[config.mk]
export PLATFORM = sky130hd
export DESIGN_NAME = pidiw_sum
export DESIGN_NICKNAME = d
export VERILOG_FILES = /design/src/rtl/core/pidiw_pkg.sv /design/src/rtl/core/pidiw_sum.sv
export SDC_FILE = /design/constraint.sdc
export NUM_CORES = 1
export LEC_CHECK = 0
export ABC_AREA = 1
export BUFFER_PORTS_ARGS = -buffer_cell sky130_fd_sc_hd__buf_2
export CORE_MARGIN = 2
export CORE_UTILIZATION = 47
export CTS_BUF_LIST = sky130_fd_sc_hd__clkbuf_8 sky130_fd_sc_hd__clkbuf_16
export DETAILED_ROUTE_END_ITERATION = 7
export PLACE_DENSITY = 0.81
export SYNTH_ARGS = -nofsm -noshare
export SYNTH_HDL_FRONTEND = slang
export SYNTH_SLANG_ARGS = --single-unit
[constraint.sdc]
create_clock -name aclk -period 4.2 [get_ports aclk]
set_clock_uncertainty 0.1 [all_clocks]
set_input_delay 0 -clock aclk [delete_from_list [all_inputs] [get_ports aclk]]
set_output_delay 0 -clock aclk [all_outputs]
set_load 0.02 [all_outputs]
[src/rtl/core/pidiw_pkg.sv]
// ----------------------------------------------------------------------------
// PID controller package
// Shared widths, register map codes and stage payload types.
// ----------------------------------------------------------------------------
package pidiw_pkg;

    // field widths
    localparam int GAIN_W  = 24;
    localparam int SENS_W  = 24;
    localparam int ERR_W   = 25;
    localparam int DER_W   = 26;
    localparam int INT_W   = 40;
    localparam int CAP_W   = 39;
    localparam int WIN_W   = 25;
    localparam int DRV_W   = 32;
    localparam int SUM_W   = 66;
    localparam int FRAC_SH = 16;
    localparam int ILO_W   = 20;

    // product widths
    localparam int PP_W   = GAIN_W + ERR_W;
    localparam int PD_W   = GAIN_W + DER_W;
    localparam int PILO_W = GAIN_W + ILO_W + 1;
    localparam int PIHI_W = GAIN_W + INT_W - ILO_W;

    // register map
    typedef enum logic [2:0] {
        REG_GAIN_P     = 3'd0,
        REG_GAIN_I     = 3'd1,
        REG_GAIN_D     = 3'd2,
        REG_SETPOINT   = 3'd3,
        REG_INT_CAP    = 3'd4,
        REG_GROWTH_WIN = 3'd5,
        REG_ZERO_WIN   = 3'd6
    } reg_idx_t;

    // configuration seen by the datapath
    typedef struct packed {
        logic signed [GAIN_W-1:0] gain_p;
        logic signed [GAIN_W-1:0] gain_i;
        logic signed [GAIN_W-1:0] gain_d;
        logic signed [SENS_W-1:0] setpoint;
        logic        [CAP_W-1:0]  int_cap;
        logic signed [WIN_W-1:0]  growth_win;
        logic signed [WIN_W-1:0]  zero_win;
        logic                     int_clear;
    } cfg_t;

    // front stage result
    typedef struct packed {
        logic signed [ERR_W-1:0] err;
        logic signed [INT_W-1:0] integ;
        logic signed [DER_W-1:0] deriv;
    } front_t;

    // product stage result
    typedef struct packed {
        logic signed [ERR_W-1:0]  err;
        logic signed [PP_W-1:0]   prod_p;
        logic signed [PD_W-1:0]   prod_d;
        logic signed [PILO_W-1:0] prod_ilo;
        logic signed [PIHI_W-1:0] prod_ihi;
    } prod_t;

endpackage

[src/rtl/core/pidiw_sum.sv]
// ----------------------------------------------------------------------------
// PID sum and output stage
// Adds the terms with rounding, then shifts, saturates and holds the result.
// ----------------------------------------------------------------------------
module pidiw_sum (
    input  logic                                 aclk,
    input  logic                                 aresetn,
    input  logic                                 in_valid,
    output logic                                 in_ready,
    input  pidiw_pkg::prod_t                     in_data,
    output logic                                 m_valid,
    input  logic                                 m_ready,
    output logic signed [pidiw_pkg::DRV_W-1:0]   m_drive_value,
    output logic signed [pidiw_pkg::ERR_W-1:0]   m_error_value
);

    localparam int SH_W = pidiw_pkg::SUM_W - pidiw_pkg::FRAC_SH;

    logic                               sum_valid_reg, sum_valid_next;
    logic signed [pidiw_pkg::SUM_W-1:0] sum_reg, sum_next;
    logic signed [pidiw_pkg::ERR_W-1:0] sum_err_reg, sum_err_next;
    logic                               out_valid_reg, out_valid_next;
    logic signed [pidiw_pkg::DRV_W-1:0] drive_reg, drive_next;
    logic signed [pidiw_pkg::ERR_W-1:0] err_reg, err_next;

    logic                               out_free;
    logic signed [pidiw_pkg::SUM_W-1:0] total;
    logic signed [SH_W-1:0]             shifted;
    logic        [SH_W-pidiw_pkg::DRV_W:0] upper;
    logic signed [pidiw_pkg::DRV_W-1:0] drive_sat;

    assign out_free = !out_valid_reg || m_ready;
    assign in_ready = !sum_valid_reg || out_free;

    // term sum plus one half output LSB
    always_comb begin
        total = pidiw_pkg::SUM_W'(in_data.prod_p)
              + pidiw_pkg::SUM_W'(in_data.prod_d)
              + (pidiw_pkg::SUM_W'(in_data.prod_ihi) <<< pidiw_pkg::ILO_W)
              + pidiw_pkg::SUM_W'(in_data.prod_ilo)
              + (pidiw_pkg::SUM_W'(1) <<< (pidiw_pkg::FRAC_SH - 1));
    end

    // floor shift and saturate to the drive width
    always_comb begin
        shifted = sum_reg[pidiw_pkg::SUM_W-1:pidiw_pkg::FRAC_SH];
        upper   = shifted[SH_W-1:pidiw_pkg::DRV_W-1];
        if ((&upper) || !(|upper)) begin
            drive_sat = shifted[pidiw_pkg::DRV_W-1:0];
        end else if (shifted[SH_W-1]) begin
            drive_sat = {1'b1, {(pidiw_pkg::DRV_W-1){1'b0}}};
        end else begin
            drive_sat = {1'b0, {(pidiw_pkg::DRV_W-1){1'b1}}};
        end
    end

    always_comb begin
        sum_valid_next = sum_valid_reg;
        sum_next       = sum_reg;
        sum_err_next   = sum_err_reg;
        out_valid_next = out_valid_reg;
        drive_next     = drive_reg;
        err_next       = err_reg;
        if (in_ready) begin
            sum_valid_next = in_valid;
            if (in_valid) begin
                sum_next     = total;
                sum_err_next = in_data.err;
            end
        end
        if (out_free) begin
            out_valid_next = sum_valid_reg;
            if (sum_valid_reg) begin
                drive_next = drive_sat;
                err_next   = sum_err_reg;
            end
        end
    end

    always_ff @(posedge aclk) begin
        if (!aresetn) begin
            sum_valid_reg <= 1'b0;
            out_valid_reg <= 1'b0;
        end else begin
            sum_valid_reg <= sum_valid_next;
            out_valid_reg <= out_valid_next;
        end
    end

    always_ff @(posedge aclk) begin
        sum_reg     <= sum_next;
        sum_err_reg <= sum_err_next;
        drive_reg   <= drive_next;
        err_reg     <= err_next;
    end

    assign m_valid       = out_valid_reg;
    assign m_drive_value = drive_reg;
    assign m_error_value = err_reg;

endmodule

=== After elaboration in Yosys (flattened, before gate mapping) ===
Index checks and enable logic that the tools add are counted.

* Register bits after elaboration: 150

* Reductions and logical operators: 10
* Add/subtract/negate cells: 4
* Mux-type cells: 2

{| class="wikitable"
|+ Operator list
! cell !! number
|-
| $add A65 B45 Y66 || 1
|-
| $add A66 B17 Y66 const B || 1
|-
| $add A51 B64 Y65 || 1
|-
| $mux W32 || 2
|-
| $add A49 B50 Y51 || 1
|-
| $reduce_and A19 Y1 || 1
|-
| $reduce_or A19 Y1 || 1
|-
| $reduce_and A2 Y1 || 2
|-
| $logic_not A1 Y1 || 3
|-
| $logic_or A1 B1 Y1 || 3
|}

=== Longest topological paths before layout ===
* Depth in word-level cells: 4
* Depth in mapped cells: 19

=== Least setup slack after synthesis ===
OpenSTA, ideal clock, no wires.

* Kind: reg2reg
* Start point: register out_valid_reg, in the netlist m_valid
* End point: register drive_reg, in the netlist m_drive_value[0], enable pin
* Cell stages (with the launch flop): 2
* Required time: 3.609 ns
* Clock period less this slack: 3.806 ns
* Arrival: 3.215 ns
* Setup slack: 0.394 ns
* Cell sequence: dfxtp_1 -> a21oi_1

* Word-level cells in the longest chain between the ends: 3

{| class="wikitable"
|+ RTL lines
! item !! line !! source
|-
| start, declared || pidiw_sum.sv:22 || <nowiki>logic out_valid_reg, out_valid_next;</nowiki>
|-
| start signal, assigned || pidiw_sum.sv:86 || <nowiki>out_valid_reg <= out_valid_next;</nowiki>
|-
| $logic_not A1 Y1 || pidiw_sum.sv:32 || <nowiki>assign out_free = !out_valid_reg || m_ready;</nowiki>
|-
| $logic_or A1 B1 Y1 || pidiw_sum.sv:32 ||
|-
| $reduce_and A2 Y1 (no line) || - ||
|-
| end signal, assigned || pidiw_sum.sv:93 || <nowiki>drive_reg <= drive_next;</nowiki>
|-
| end, declared || pidiw_sum.sv:23 || <nowiki>logic signed [pidiw_pkg::DRV_W-1:0] drive_reg, drive_next;</nowiki>
|}

No other way between the ends.
A chain may end at the register's enable or synchronous reset.

=== Worst setup path in the final report ===
* Start point: input in_data[138] (netlist name)
* End point: register sum_reg[55] (netlist name), data pin

* Word-level cells in the longest chain between the ends: 4

{| class="wikitable"
|+ RTL lines
! item !! line !! source
|-
| start, declared || pidiw_sum.sv:10 || <nowiki>input pidiw_pkg::prod_t in_data,</nowiki>
|-
| $add A49 B50 Y51 || pidiw_sum.sv:38 || <nowiki>+ pidiw_pkg::SUM_W'(in_data.prod_d)</nowiki>
|-
| $add A51 B64 Y65 || pidiw_sum.sv:39 || <nowiki>+ (pidiw_pkg::SUM_W'(in_data.prod_ihi) <<< pidiw_pkg::ILO_W)</nowiki>
|-
| $add A65 B45 Y66 || pidiw_sum.sv:40 || <nowiki>+ pidiw_pkg::SUM_W'(in_data.prod_ilo)</nowiki>
|-
| $add A66 B17 Y66 || pidiw_sum.sv:41 || <nowiki>+ (pidiw_pkg::SUM_W'(1) <<< (pidiw_pkg::FRAC_SH - 1));</nowiki>
|-
| via total, one bit || pidiw_sum.sv:27 || <nowiki>logic signed [pidiw_pkg::SUM_W-1:0] total;</nowiki>
|-
| end signal, assigned || pidiw_sum.sv:91 || <nowiki>sum_reg <= sum_next;</nowiki>
|-
| end, declared || pidiw_sum.sv:20 || <nowiki>logic signed [pidiw_pkg::SUM_W-1:0] sum_reg, sum_next;</nowiki>
|}

The timed path passes the listed nets, and every way through them passes these cells.

==> impl_metrics.tcl <==
set metrics [dict create \
    cp_common_cell "nand2_1" \
    cp_num_buf_inv 5 \
    synth_edf_count 132 \
    power_mw 7.39 \
    nets 2532 \
    clockBufferDepth 2 \
    firstDrtPassIters 6 \
    ys_ff_latch 134 \
    fin_util 0.576 \
    totalWireLength_um 37100 \
    leakage_nw 8.86 \
    area_growth_pct 20.6 \
    crit_fanout 9 \
    ant_nets 0 \
    gp_congestion 0.988 \
    clockRootBuffer "clkbuf_16" \
    syn_inst 1806 \
    io_pins 276 \
    path_delay_family "adder cells" \
    worst_path_largest_cell_delay_ns 0.50 \
    synth_fa_ha_area_frac 0.239 \
    wl_per_cell_um 14.7 \
    chipHeight_um 172 \
    cts_tree "done" \
    synth_top_cells_by_area "edfxtp_1 (30%), fa_1 (16%), inv_1 (16%), nand2_1 (15%), ha_1 (7.6%)" \
    overflow 0 \
    drcViolationCount 0 \
    synth-compound-area-share 0.0541 \
    worstSetupPathType "in -> reg" \
    async_flop_share 0 \
    cts_inserted_buffers 17 \
    avgSynthCellArea_um2 7.34 \
    synth.area.mux_share 0 \
    period_needed_ns 3.28 \
    cpMaxStageDelayCell "fa_1" \
    drt_iter0_drc 692 \
    layoutNonFillerInstCount 2518 \
    synth_ff_type "edfxtp_1" \
    die_w_um 172 \
    status "finished clean" \
    initial_core_util 0.477 \
    hold_path.class "in -> reg" \
    cts_sinks 134 \
    tightest_slew_ns 1.16 \
    clkTransAtPathRegs_ns 0.07 \
    fmax_mhz 305 \
    die_area_um2 29600 \
    grt_pass1_wl_um 58300 \
    yosys_warnings 0 \
    critPathArrivalTime_ns 3.35 \
    num_vias 12000 \
    post_cts_buffers 0 \
    via_per_inst 4.77 \
    layout_common_cells "inv_1 (561), nand2_1 (515), buf_2 (275), nor2_1 (134), edfxtp_1 (132)" \
    slew_headroom 0.228 \
    clkLatencyLatePin_ns 0.42 \
    synth_area_um2 13300 \
    rsz0062_at_grt "no" \
    hold_violations 0 \
    synth_top_area_cell "edfxtp_1" \
    finalSetupTns_ns 0 \
    htreeDepth 4 \
    grt_pass1_vias 12100 \
    port_buffers 275 \
    synth_xor_area_frac 0.0132 \
    antenna_found_initial 1 \
    powerDensity_nw_per_um2 462 \
    hpwl_um 31300 \
    path_cells "buf_2 > inv_1 > buf_4 > fa_1 > fa_1 > inv_1 > ha_1 > nand2_1 > nor2_1 > inv_1 > nor2_1 > nand2_1 > nor3_1 > nand2_1 > nand3_1 > nand2_1" \
    endpoint_kind "flop" \
    final_common_cell "inv_1" \
    min_period_over_period 0.781 \
    maxSlewViolCount 0 \
    synthSimpleGateAreaFrac 0.227 \
    netlist.area_leader.share 0.299 \
    rows 61 \
    placeableCoreArea_um2 27800 \
    cp_data_required_time_ns 4.27 \
    fill_cells 2648 \
    synth_top_family_by_area "adder cells" \
    multi_input_area_um2 7090 \
    largest_register_ffs 50 \
    ir_worst_vdd_uv 238 \
    setup_violations 0 \
    drive_gt1_frac 0.157 \
    track_usage 0.257 \
    cap_violations 0 \
    synth-seq-area-share 0.302 \
    dp.cells 2457 \
    syn_nets 2212 \
    grt_max_degree 43 \
    synth_cell_type_count 29 \
    worstSetupStartpointType "input port" \
    regArea_um2 4000 \
]
-- Yosys cell counts (12+ instances only) --
master / instances
inv_1: 561
nand2_1: 515
nor2_1: 134
edfxtp_1: 132
fa_1: 108
a21oi_1: 84
ha_1: 81
nand3_1: 46
o21ai_0: 40
nor3_1: 20
xor2_1: 20
nor2_2: 12
-- final cells by class --
type,count,share of cell area
multi-input cells,1099,0.443
clock buffers,17,0.0266
well taps,378,0.0296
flip-flops and latches,134,0.250
diodes,1,0.000156
inverters,565,0.133
clock inverters,15,0.0111
repair buffers,309,0.106
-- metrics by stage --
stage | instance area (um^2) | setup slack (ns) | hold slack [ns]
global route | 16000 | 0.688 | 0.185
finish | 16000 | 0.918 | 0.196
global placement | 15100 | 0.592 | 0.0778
floorplan | 13300 | 0.394 | -0.00113
detailed placement | 15100 | 0.520 | 0.0789
CTS | 16000 | 0.968 | 0.191
-- where the power goes --
group | internal (mW) | switching [mW]
sequential | 1.91 | 0.123
clock | 0.937 | 0.598
combinational | 1.24 | 2.58
-- cells by family (layout without fill, tap and decap cells) --
kind of cell / Yosys count / count (layout)
flops: 134 / 134
compound gates: 138 / 138
xor+xnor: 20 / 20
other cells: 0 / 1
buf+inv: 573 / 906
simple gates: 752 / 752
fa+ha+maj: 189 / 189
-- layer usage --
metal / share of wire / track usage
met4: 0.025 / 0.0848
met3: 0.082 / 0.0398
met1: 0.42 / 0.330
met2: 0.47 / 0.445
met5: 0 / 0
-- final timing paths --
kind,startpoint,cells after the start,to,slack (ns)
worst max-delay path,in_data[138],16,sum_reg[55]$_DFFE_PP_,0.92
worst min-delay path,in_data[192],2,sum_err_reg[4]$_DFFE_PP_,0.20
worst max register to register,sum_reg[56]$_DFFE_PP_,7,m_drive_value[26]$_DFFE_PP_,1.46
worst min register to register,sum_err_reg[22]$_DFFE_PP_,0,m_error_value[22]$_DFFE_PP_,0.32
-- what timing repair did --
item,4_1_cts,5_1_grt
endpoints found under the setup margin,0,0
hold endpoints to repair,27,0
gates resized for setup,0,0
hold buffers,28,0
No activity file was read; power rests on OpenSTA's default activity.
