===== src/rtl/core/pidiw_pkg.sv =====
// ----------------------------------------------------------------------------
// PID controller package
// Shared widths, register map codes and stage payload types.
// ----------------------------------------------------------------------------
package pidiw_pkg;

    // field widths
    localparam int GAIN_W  = 24;
    localparam int SENS_W  = 24;
    localparam int ERR_W   = 25;
    localparam int DER_W   = 26;
    localparam int INT_W   = 40;
    localparam int CAP_W   = 39;
    localparam int WIN_W   = 25;
    localparam int DRV_W   = 32;
    localparam int SUM_W   = 66;
    localparam int FRAC_SH = 16;
    localparam int ILO_W   = 20;

    // product widths
    localparam int PP_W   = GAIN_W + ERR_W;
    localparam int PD_W   = GAIN_W + DER_W;
    localparam int PILO_W = GAIN_W + ILO_W + 1;
    localparam int PIHI_W = GAIN_W + INT_W - ILO_W;

    // register map
    typedef enum logic [2:0] {
        REG_GAIN_P     = 3'd0,
        REG_GAIN_I     = 3'd1,
        REG_GAIN_D     = 3'd2,
        REG_SETPOINT   = 3'd3,
        REG_INT_CAP    = 3'd4,
        REG_GROWTH_WIN = 3'd5,
        REG_ZERO_WIN   = 3'd6
    } reg_idx_t;

    // configuration seen by the datapath
    typedef struct packed {
        logic signed [GAIN_W-1:0] gain_p;
        logic signed [GAIN_W-1:0] gain_i;
        logic signed [GAIN_W-1:0] gain_d;
        logic signed [SENS_W-1:0] setpoint;
        logic        [CAP_W-1:0]  int_cap;
        logic signed [WIN_W-1:0]  growth_win;
        logic signed [WIN_W-1:0]  zero_win;
        logic                     int_clear;
    } cfg_t;

    // front stage result
    typedef struct packed {
        logic signed [ERR_W-1:0] err;
        logic signed [INT_W-1:0] integ;
        logic signed [DER_W-1:0] deriv;
    } front_t;

    // product stage result
    typedef struct packed {
        logic signed [ERR_W-1:0]  err;
        logic signed [PP_W-1:0]   prod_p;
        logic signed [PD_W-1:0]   prod_d;
        logic signed [PILO_W-1:0] prod_ilo;
        logic signed [PIHI_W-1:0] prod_ihi;
    } prod_t;

endpackage


===== src/rtl/core/pidiw_front.sv =====
// ----------------------------------------------------------------------------
// PID front stage
// Error, windowed and clamped integral update, derivative; holds the state.
// ----------------------------------------------------------------------------
module pidiw_front (
    input  logic                                  aclk,
    input  logic                                  aresetn,
    input  pidiw_pkg::cfg_t                       cfg,
    input  logic                                  s_valid,
    output logic                                  s_ready,
    input  logic signed [pidiw_pkg::SENS_W-1:0]   s_sensor_value,
    output logic                                  out_valid,
    input  logic                                  out_ready,
    output pidiw_pkg::front_t                     out_data
);

    logic signed [pidiw_pkg::INT_W-1:0] integral_reg, integral_next;
    logic signed [pidiw_pkg::ERR_W-1:0] prev_err_reg, prev_err_next;
    logic                               valid_reg, valid_next;
    pidiw_pkg::front_t                  data_reg, data_next;

    logic                               accept;
    logic signed [pidiw_pkg::ERR_W-1:0] err;
    logic        [pidiw_pkg::ERR_W-1:0] aerr;
    logic                               grow;
    logic                               zero_hit;
    logic signed [pidiw_pkg::INT_W:0]   acc_sum;
    logic signed [pidiw_pkg::INT_W:0]   cap_pos;
    logic signed [pidiw_pkg::INT_W:0]   cap_neg;
    logic signed [pidiw_pkg::INT_W:0]   acc_clamp;
    logic signed [pidiw_pkg::INT_W-1:0] integ_new;
    logic signed [pidiw_pkg::DER_W-1:0] deriv;

    assign s_ready = !valid_reg || out_ready;
    assign accept  = s_valid && s_ready;

    // error and its magnitude
    always_comb begin
        err  = {cfg.setpoint[pidiw_pkg::SENS_W-1], cfg.setpoint}
             - {s_sensor_value[pidiw_pkg::SENS_W-1], s_sensor_value};
        aerr = err[pidiw_pkg::ERR_W-1] ? (~err + pidiw_pkg::ERR_W'(1)) : err;
    end

    // window checks, negative window codes disable the compare
    assign grow = cfg.growth_win[pidiw_pkg::WIN_W-1]
               || (aerr <= {1'b0, cfg.growth_win[pidiw_pkg::WIN_W-2:0]});
    assign zero_hit = !cfg.zero_win[pidiw_pkg::WIN_W-1]
                   && (aerr <= {1'b0, cfg.zero_win[pidiw_pkg::WIN_W-2:0]});

    // accumulate, clamp to +/- cap keeping the sign, then optional clear
    always_comb begin
        acc_sum = {integral_reg[pidiw_pkg::INT_W-1], integral_reg}
                + (grow ? {{(pidiw_pkg::INT_W + 1 - pidiw_pkg::ERR_W){err[pidiw_pkg::ERR_W-1]}},
                           err}
                        : '0);
        cap_pos = {2'b00, cfg.int_cap};
        cap_neg = -cap_pos;
        if (acc_sum > cap_pos) begin
            acc_clamp = cap_pos;
        end else if (acc_sum < cap_neg) begin
            acc_clamp = cap_neg;
        end else begin
            acc_clamp = acc_sum;
        end
        integ_new = zero_hit ? '0 : acc_clamp[pidiw_pkg::INT_W-1:0];
        deriv     = {err[pidiw_pkg::ERR_W-1], err}
                  - {prev_err_reg[pidiw_pkg::ERR_W-1], prev_err_reg};
    end

    // state and stage register next values
    always_comb begin
        integral_next = integral_reg;
        prev_err_next = prev_err_reg;
        valid_next    = valid_reg;
        data_next     = data_reg;
        if (accept) begin
            integral_next = integ_new;
            prev_err_next = err;
            data_next.err   = err;
            data_next.integ = integ_new;
            data_next.deriv = deriv;
        end
        if (cfg.int_clear) begin
            integral_next = '0;
        end
        if (s_ready) begin
            valid_next = s_valid;
        end
    end

    always_ff @(posedge aclk) begin
        if (!aresetn) begin
            integral_reg <= '0;
            prev_err_reg <= '0;
            valid_reg    <= 1'b0;
        end else begin
            integral_reg <= integral_next;
            prev_err_reg <= prev_err_next;
            valid_reg    <= valid_next;
        end
    end

    always_ff @(posedge aclk) begin
        data_reg <= data_next;
    end

    assign out_valid = valid_reg;
    assign out_data  = data_reg;

endmodule


===== config.mk =====
export PLATFORM = sky130hd
export DESIGN_NAME = pidiw_front
export DESIGN_NICKNAME = d
export VERILOG_FILES = /design/src/rtl/core/pidiw_pkg.sv /design/src/rtl/core/pidiw_front.sv
export SDC_FILE = /design/constraint.sdc
export NUM_CORES = 1
export LEC_CHECK = 0
export BUFFER_PORTS_ARGS = -buffer_cell sky130_fd_sc_hd__clkbuf_2
export CORE_MARGIN = 3
export CORE_UTILIZATION = 45
export CTS_CLUSTER_SIZE = 30
export DETAILED_ROUTE_END_ITERATION = 7
export PLACE_DENSITY = 0.67
export SYNTH_ARGS = -nofsm -noshare
export SYNTH_HDL_FRONTEND = slang
export SYNTH_SLANG_ARGS = --single-unit

===== constraint.sdc =====
create_clock -name aclk -period 30.2 [get_ports aclk]
set_input_delay 7.55 -clock aclk [delete_from_list [all_inputs] [get_ports aclk]]
set_output_delay 7.55 -clock aclk [all_outputs]
set_load 0.005 [all_outputs]

==> Yosys cells after proc, flatten, opt, wreduce, memory -nomap -nowiden <==
Cells that the tools add are included.
{ "word_totals": {"register_bits": 157, "inputBits": 214} }
{ "op_classes": {"n_addsub": 5, "order_cmp": 4, "n_mux": 5, "bitwise_logic": 2, "n_reduce_logical": 7} }
{ "op_table": {"columns": ["cell", "n"], "rows": [
  ["two-way mux 40 bit", 3],
  ["<= comparator 25 x 24 -> 1 bit", 2],
  ["adder 41 bit", 1],
  ["> comparator 41 x 40 -> 1 bit", 1],
  ["less-than comparator 41 bit", 1],
  ["two-way mux 41 bit", 1],
  ["negator 39 -> 41 bit", 1],
  ["subtractor 25 x 25 -> 26 bit", 1],
  ["adder 25 x 2 -> 25 bit, second input constant", 1],
  ["two-way mux 25 bit", 1],
  ["NOT 25 bit", 1],
  ["subtractor 24 x 24 -> 25 bit", 1],
  ["logical AND 1 bit", 2],
  ["logical NOT 1 bit", 2],
  ["logical OR 1 bit", 2],
  ["OR reduction 2 bit", 1],
  ["NOT 1 bit", 1]
]} }

==> Depth between registers and ports, before layout <==
{ "depth": {"depth_word": 12, "mapped_depth": 55, "depth_no_buf": 52} }

==> Worst setup path after synthesis <==
OpenSTA, ideal clock, no wires.
{ "synth_timing": {"kind": "in2reg", "from": "input port cfg[90] in the netlist's numbering", "to": "register data_reg (netlist bit out_data[39]) (data pin)", "setup_time_ns": 0.255, "arrival_ns": 17.161, "t_required_ns": 29.945, "path_slack_ns": 12.784, "stages": 52, "cell_sequence": "inv_1 -> ha_1 -> fa_1 -> nand2b_1 -> a21oi_1 -> o211a_1 -> a211oi_1 -> o31a_1 -> o22ai_1 -> o221ai_1 -> a31oi_1 -> inv_1 -> clkbuf_1 -> nand2_1 -> xnor2_1 -> ha_1 -> a21o_1 -> a21o_1 -> (+16 left out) -> o21a_1 -> o41a_1 -> and2_1 -> o21bai_1 -> xor2_1 -> ha_1 -> a21o_1 -> a21o_1 -> a211oi_1 -> o21bai_1 -> a2111oi_0 -> a21oi_1 -> o41a_1 -> and3_1 -> clkbuf_1 -> clkbuf_1 -> a311o_1 -> and3_1"} }
{ "synth_via": {"elab_chain_len": 12, "word_cells_on_any_way": 15, "classes_between": "3 x add/sub; 4 x order compare; 5 x mux; 1 x bitwise; 2 x reduce/logical"} }
{ "synth_lines": {"columns": ["element", "line", "source"], "rows": [
  ["start, declared", "pidiw_front.sv:8", "input pidiw_pkg::cfg_t cfg,"],
  ["subtractor 24 x 24 -> 25 bit (*)", "pidiw_front.sv:40", "- {s_sensor_value[pidiw_pkg::SENS_W-1], s_sensor_value};"],
  ["net err (one bit)", "pidiw_front.sv:23", "logic signed [pidiw_pkg::ERR_W-1:0] err;"],
  ["NOT 25 bit", "pidiw_front.sv:41", "aerr = err[pidiw_pkg::ERR_W-1] ? (~err + pidiw_pkg::ERR_W'(1)) : err;"],
  ["adder 25 x 2 -> 25 bit", "pidiw_front.sv:41", null],
  ["two-way mux 25 bit", "pidiw_front.sv:41", null],
  ["<= comparator 25 x 24 -> 1 bit", "pidiw_front.sv:46", "|| (aerr <= {1'b0, cfg.growth_win[pidiw_pkg::WIN_W-2:0]});"],
  ["logical OR 1 bit", "pidiw_front.sv:46", null],
  ["two-way mux 41 bit", "pidiw_front.sv:53", "+ (grow ? {{(pidiw_pkg::INT_W + 1 - pidiw_pkg::ERR_W){err[pidiw_pkg::ERR_W-1]}},"],
  ["adder 41 bit", "pidiw_front.sv:53", null],
  ["less-than comparator 41 bit", "pidiw_front.sv:60", "end else if (acc_sum < cap_neg) begin"],
  ["two-way mux 40 bit", "pidiw_front.sv:60", null],
  ["two-way mux 40 bit", "pidiw_front.sv:58", "if (acc_sum > cap_pos) begin"],
  ["two-way mux 40 bit (*)", "pidiw_front.sv:65", "integ_new = zero_hit ? '0 : acc_clamp[pidiw_pkg::INT_W-1:0];"],
  ["net integ_new (one bit)", "pidiw_front.sv:31", "logic signed [pidiw_pkg::INT_W-1:0] integ_new;"],
  ["end signal, assigned", "pidiw_front.sv:104", "data_reg <= data_next;"],
  ["end, declared", "pidiw_front.sv:20", "pidiw_pkg::front_t data_reg, data_next;"]
]} }
The timed path passes the listed nets; every way through them passes the cells marked *.
A chain may end at the register's enable or synchronous reset.

==> Final worst setup path <==
{ "layout_timing": {"from": "input port cfg[90] in the netlist's numbering", "to": "register data_reg (netlist bit out_data[59]) (data pin)"} }
{ "layout_via": {"elab_chain_len": 12, "word_cells_on_any_way": 15, "classes_between": "3 x add/sub; 4 x order compare; 5 x mux; 1 x bitwise; 2 x reduce/logical"} }
{ "layout_lines": {"columns": ["element", "line"], "rows": [
  ["subtractor 24 x 24 -> 25 bit (*)", "pidiw_front.sv:40"],
  ["NOT 25 bit", "pidiw_front.sv:41"],
  ["adder 25 x 2 -> 25 bit", "pidiw_front.sv:41"],
  ["two-way mux 25 bit", "pidiw_front.sv:41"],
  ["<= comparator 25 x 24 -> 1 bit", "pidiw_front.sv:46"],
  ["logical OR 1 bit", "pidiw_front.sv:46"],
  ["two-way mux 41 bit", "pidiw_front.sv:53"],
  ["adder 41 bit", "pidiw_front.sv:53"],
  ["less-than comparator 41 bit", "pidiw_front.sv:60"],
  ["two-way mux 40 bit", "pidiw_front.sv:60"],
  ["two-way mux 40 bit", "pidiw_front.sv:58"],
  ["two-way mux 40 bit (*)", "pidiw_front.sv:65"],
  ["net integ_new (one bit)", "pidiw_front.sv:31"]
]} }
Marks and branches as above.

==> impl_metrics.tcl <==
set metrics [dict create \
    htree_levels 4 \
    end_kind "flip-flop" \
    clock_skew_ns 0.0188 \
    rsz0062_at_grt "false" \
    fin_ws_ns 10.10 \
    postPlaceCellArea_sq_um 16700 \
    grt_overflow 0 \
    clkSinkCount 157 \
    async_flop_share_pct 0 \
    place_inst 2446 \
    tns_ns 0 \
    final.fill_count 3139 \
    start_util_pct 46.1 \
    cts_root_buf "clkbuf_16" \
    tritoncts "yes" \
    grt_pass1_vias 13588 \
    post_cts.repair.setup_buffers 0 \
    yosysTopAreaCell "edfxtp_1" \
    critPathBufInv 6 \
    synth_cell_types 83 \
    power_leakage_nw 8.24 \
    synth-warning-count 0 \
    ant_nets 0 \
    synth_edf_count 91 \
    place.gp.congestion 0.925 \
    hp-start "integral_reg[18]" \
    yosys-top-cells-area "edfxtp_1, ha_1, dfxtp_1" \
    powerDensity_nw_per_um2 72.7 \
    min_delay_path_depth 2 \
    drive_gt1_share_pct 14.8 \
    core-area_sq_um 32900 \
    fmax_mhz 49.8 \
    num-nets-final 2457 \
    path_class "input pin to flip-flop" \
    setup_viol 0 \
    antenna_found_initial 0 \
    cp.arrival_ns 20.30 \
    die_w_microns 190 \
    crit_family "compound AO/OA/AOI/OAI gates" \
    syn2layout_area_growth_pct 14.3 \
    worst_path_max_delay_cell "a2111oi_0" \
    crit-reg2reg-launch "integral_reg[0]" \
    syn_inst 1809 \
    synth_fp_nets 2243 \
    synth_area_sq_um 15200 \
    synth-seq-cells 157 \
    avgSynthCellArea_sq_um 8.38 \
    rrSetupSlack_ns 23.15 \
    ir_worst_vdd_mv 0.0797 \
    cts.repair.resized 0 \
    final_cells 2478 \
    postSynth.topFlopCell "edfxtp_1" \
    hold_path_end "integral_reg[18]" \
    worstMarginPinSlew_ns 1.06 \
    crit_path_max_fanout 37 \
    first_pass_iters 5 \
    drc 0 \
    numCtsBuffers 17 \
    crit_top_cell "a21oi_1" \
    cp.required_ns 30.40 \
    hold_buffers 0 \
    power_mw 1.26 \
    period_minus_slack_ns 20.10 \
    cts_buffer_depth 2 \
    drtIter0Drc 934 \
    yosys.area.top_type_share_pct 18.0 \
    dp_slack_ns 9.65 \
    critical_path.max_stage_delay_ns 0.71 \
    run_status "complete, no violations" \
    cts.clk_slew.worst_paths_ns 0.07 \
    grt_max_degree 70 \
    maxSlewViolCount 0 \
    ff2ff_path_depth 24 \
    r2r-end "out_data[59]" \
    finalHoldViolations 0 \
    ys_seq_area_share_pct 26.7 \
    grt_first_pass_wirelength_microns 70900 \
    pin_count 307 \
    port_buffers 234 \
    largest_register_ffs 91 \
    num_rows 66 \
    whs_ns 0.463 \
    grt_use_total_pct 24.6 \
    final_util_pct 52.7 \
    max_cap_violations 0 \
    clkLatencyLatePin_ns 0.44 \
    routed_wl_microns 45200 \
    avgRoutedWirePerCell_microns 18.3 \
    fin_area_sq_um 17300 \
    hp-class "flip-flop to flip-flop" \
    die_area_sq_um 35900 \
    fp.dieH_microns 190 \
    slew_headroom_pct 29.1 \
    post-dp-hpwl_microns 35900 \
    critPathLaunchType "input pin" \
    via_per_inst 5.69 \
    num_vias 14100 \
    post-route-period-util_pct 66.5 \
]
[synth_stat cells, types with 10 or more instances]
| cell type | n |
|---|---|
| clkbuf_1 | 38 |
| edfxtp_1 | 91 |
| nand2_1 | 121 |
| dfxtp_1 | 66 |
| a211oi_1 | 12 |
| nand3_1 | 52 |
| ha_1 | 217 |
| o211ai_1 | 17 |
| a22o_1 | 25 |
| nor2_1 | 133 |
| xnor2_1 | 98 |
| inv_1 | 190 |
| o21ai_0 | 85 |
| a21oi_1 | 117 |
| nand4_1 | 32 |
| nor3_1 | 42 |
| mux2i_1 | 13 |
| nor2b_1 | 26 |
| xor2_1 | 29 |
| a21boi_0 | 11 |
| o22ai_1 | 10 |
| a21o_1 | 65 |
| and3_1 | 19 |
| and2_1 | 46 |
| nand2b_1 | 39 |
| o21a_1 | 24 |
| a31oi_1 | 30 |
| nor4_1 | 10 |
[cell type report]
| cell class | count | area [sq um] | share of cell area, % |
|---|---|---|---|
| Antenna cell | 1 | 2.50 | 0.0144 |
| Clock buffer | 20 | 437 | 2.52 |
| Clock inverter | 11 | 145 | 0.837 |
| Inverter | 191 | 719 | 4.15 |
| Multi-Input combinational cell | 1407 | 10100 | 58.5 |
| Sequential cell | 157 | 4050 | 23.4 |
| Tap cell | 442 | 553 | 3.19 |
| Timing Repair Buffer | 249 | 1280 | 7.41 |
[cells in the final DEF, fill, tap and decap left out, types with 42 or more instances in the layout]
| master | count |
|---|---|
| clkbuf_2 | 234 |
| ha_1 | 217 |
| inv_1 | 189 |
| nor2_1 | 133 |
| nand2_1 | 121 |
| a21oi_1 | 117 |
| xnor2_1 | 98 |
| edfxtp_1 | 91 |
| o21ai_0 | 85 |
| dfxtp_1 | 66 |
| a21o_1 | 65 |
| nand3_1 | 52 |
| and2_1 | 46 |
| nor3_1 | 42 |
[metal layers]
layer / track usage, % / wire [microns] / vias up
met5: 0 / 0 / -
li1: - / - / 6970
met2: 41.6 / 21100 / 459
met1: 32.1 / 20400 / 6602
met3: 3.59 / 2520 / 69
met4: 8.42 / 1190 / 0
[worst reg2reg max path, delay by kind of cell (launching register included)]
family / cells / cell delay, ns
AOI/OAI and AO/OA: 13 / 3.70
xor gates and xnor gates: 1 / 0.30
adders and majority gates: 3 / 0.90
buffers and inverters: 2 / 0.53
DFF: 1 / 0.33
and+or+nand+nor: 5 / 1.07
[kinds of logic after synthesis]
family | count (synthesis) | share of synthesized area [%]
DFF | 157 | 26.7
adders and majority gates | 220 | 18.3
AOI/OAI and AO/OA | 490 | 21.7
muxes | 16 | 1.08
xor gates and xnor gates | 127 | 7.34
and+or+nand+nor | 554 | 18.4
buffers and inverters | 245 | 6.41
[how the worst max path moves through the flow]
| stage | startpoint | end | slack [ns] | depth (start not counted) |
|---|---|---|---|---|
| floorplan | cfg[90] | out_data[39] | 12.78 | 52 |
| global placement | cfg[90] | out_data[59] | 9.87 | 52 |
| detailed placement | cfg[90] | out_data[59] | 9.65 | 52 |
| CTS | cfg[90] | out_data[59] | 10.08 | 52 |
| global route | cfg[90] | out_data[59] | 9.17 | 52 |
| finish | cfg[90] | out_data[59] | 10.10 | 52 |
[power by group]
| part | switching [mW] | total [mW] | internal [mW] | leakage [nW] |
|---|---|---|---|---|
| Combinational | 0.438 | 0.727 | 0.289 | 6.53 |
| Sequential | 0.0165 | 0.310 | 0.293 | 1.43 |
| Clock | 0.0932 | 0.223 | 0.130 | 0.276 |
(Power assumes the default switching activity.)
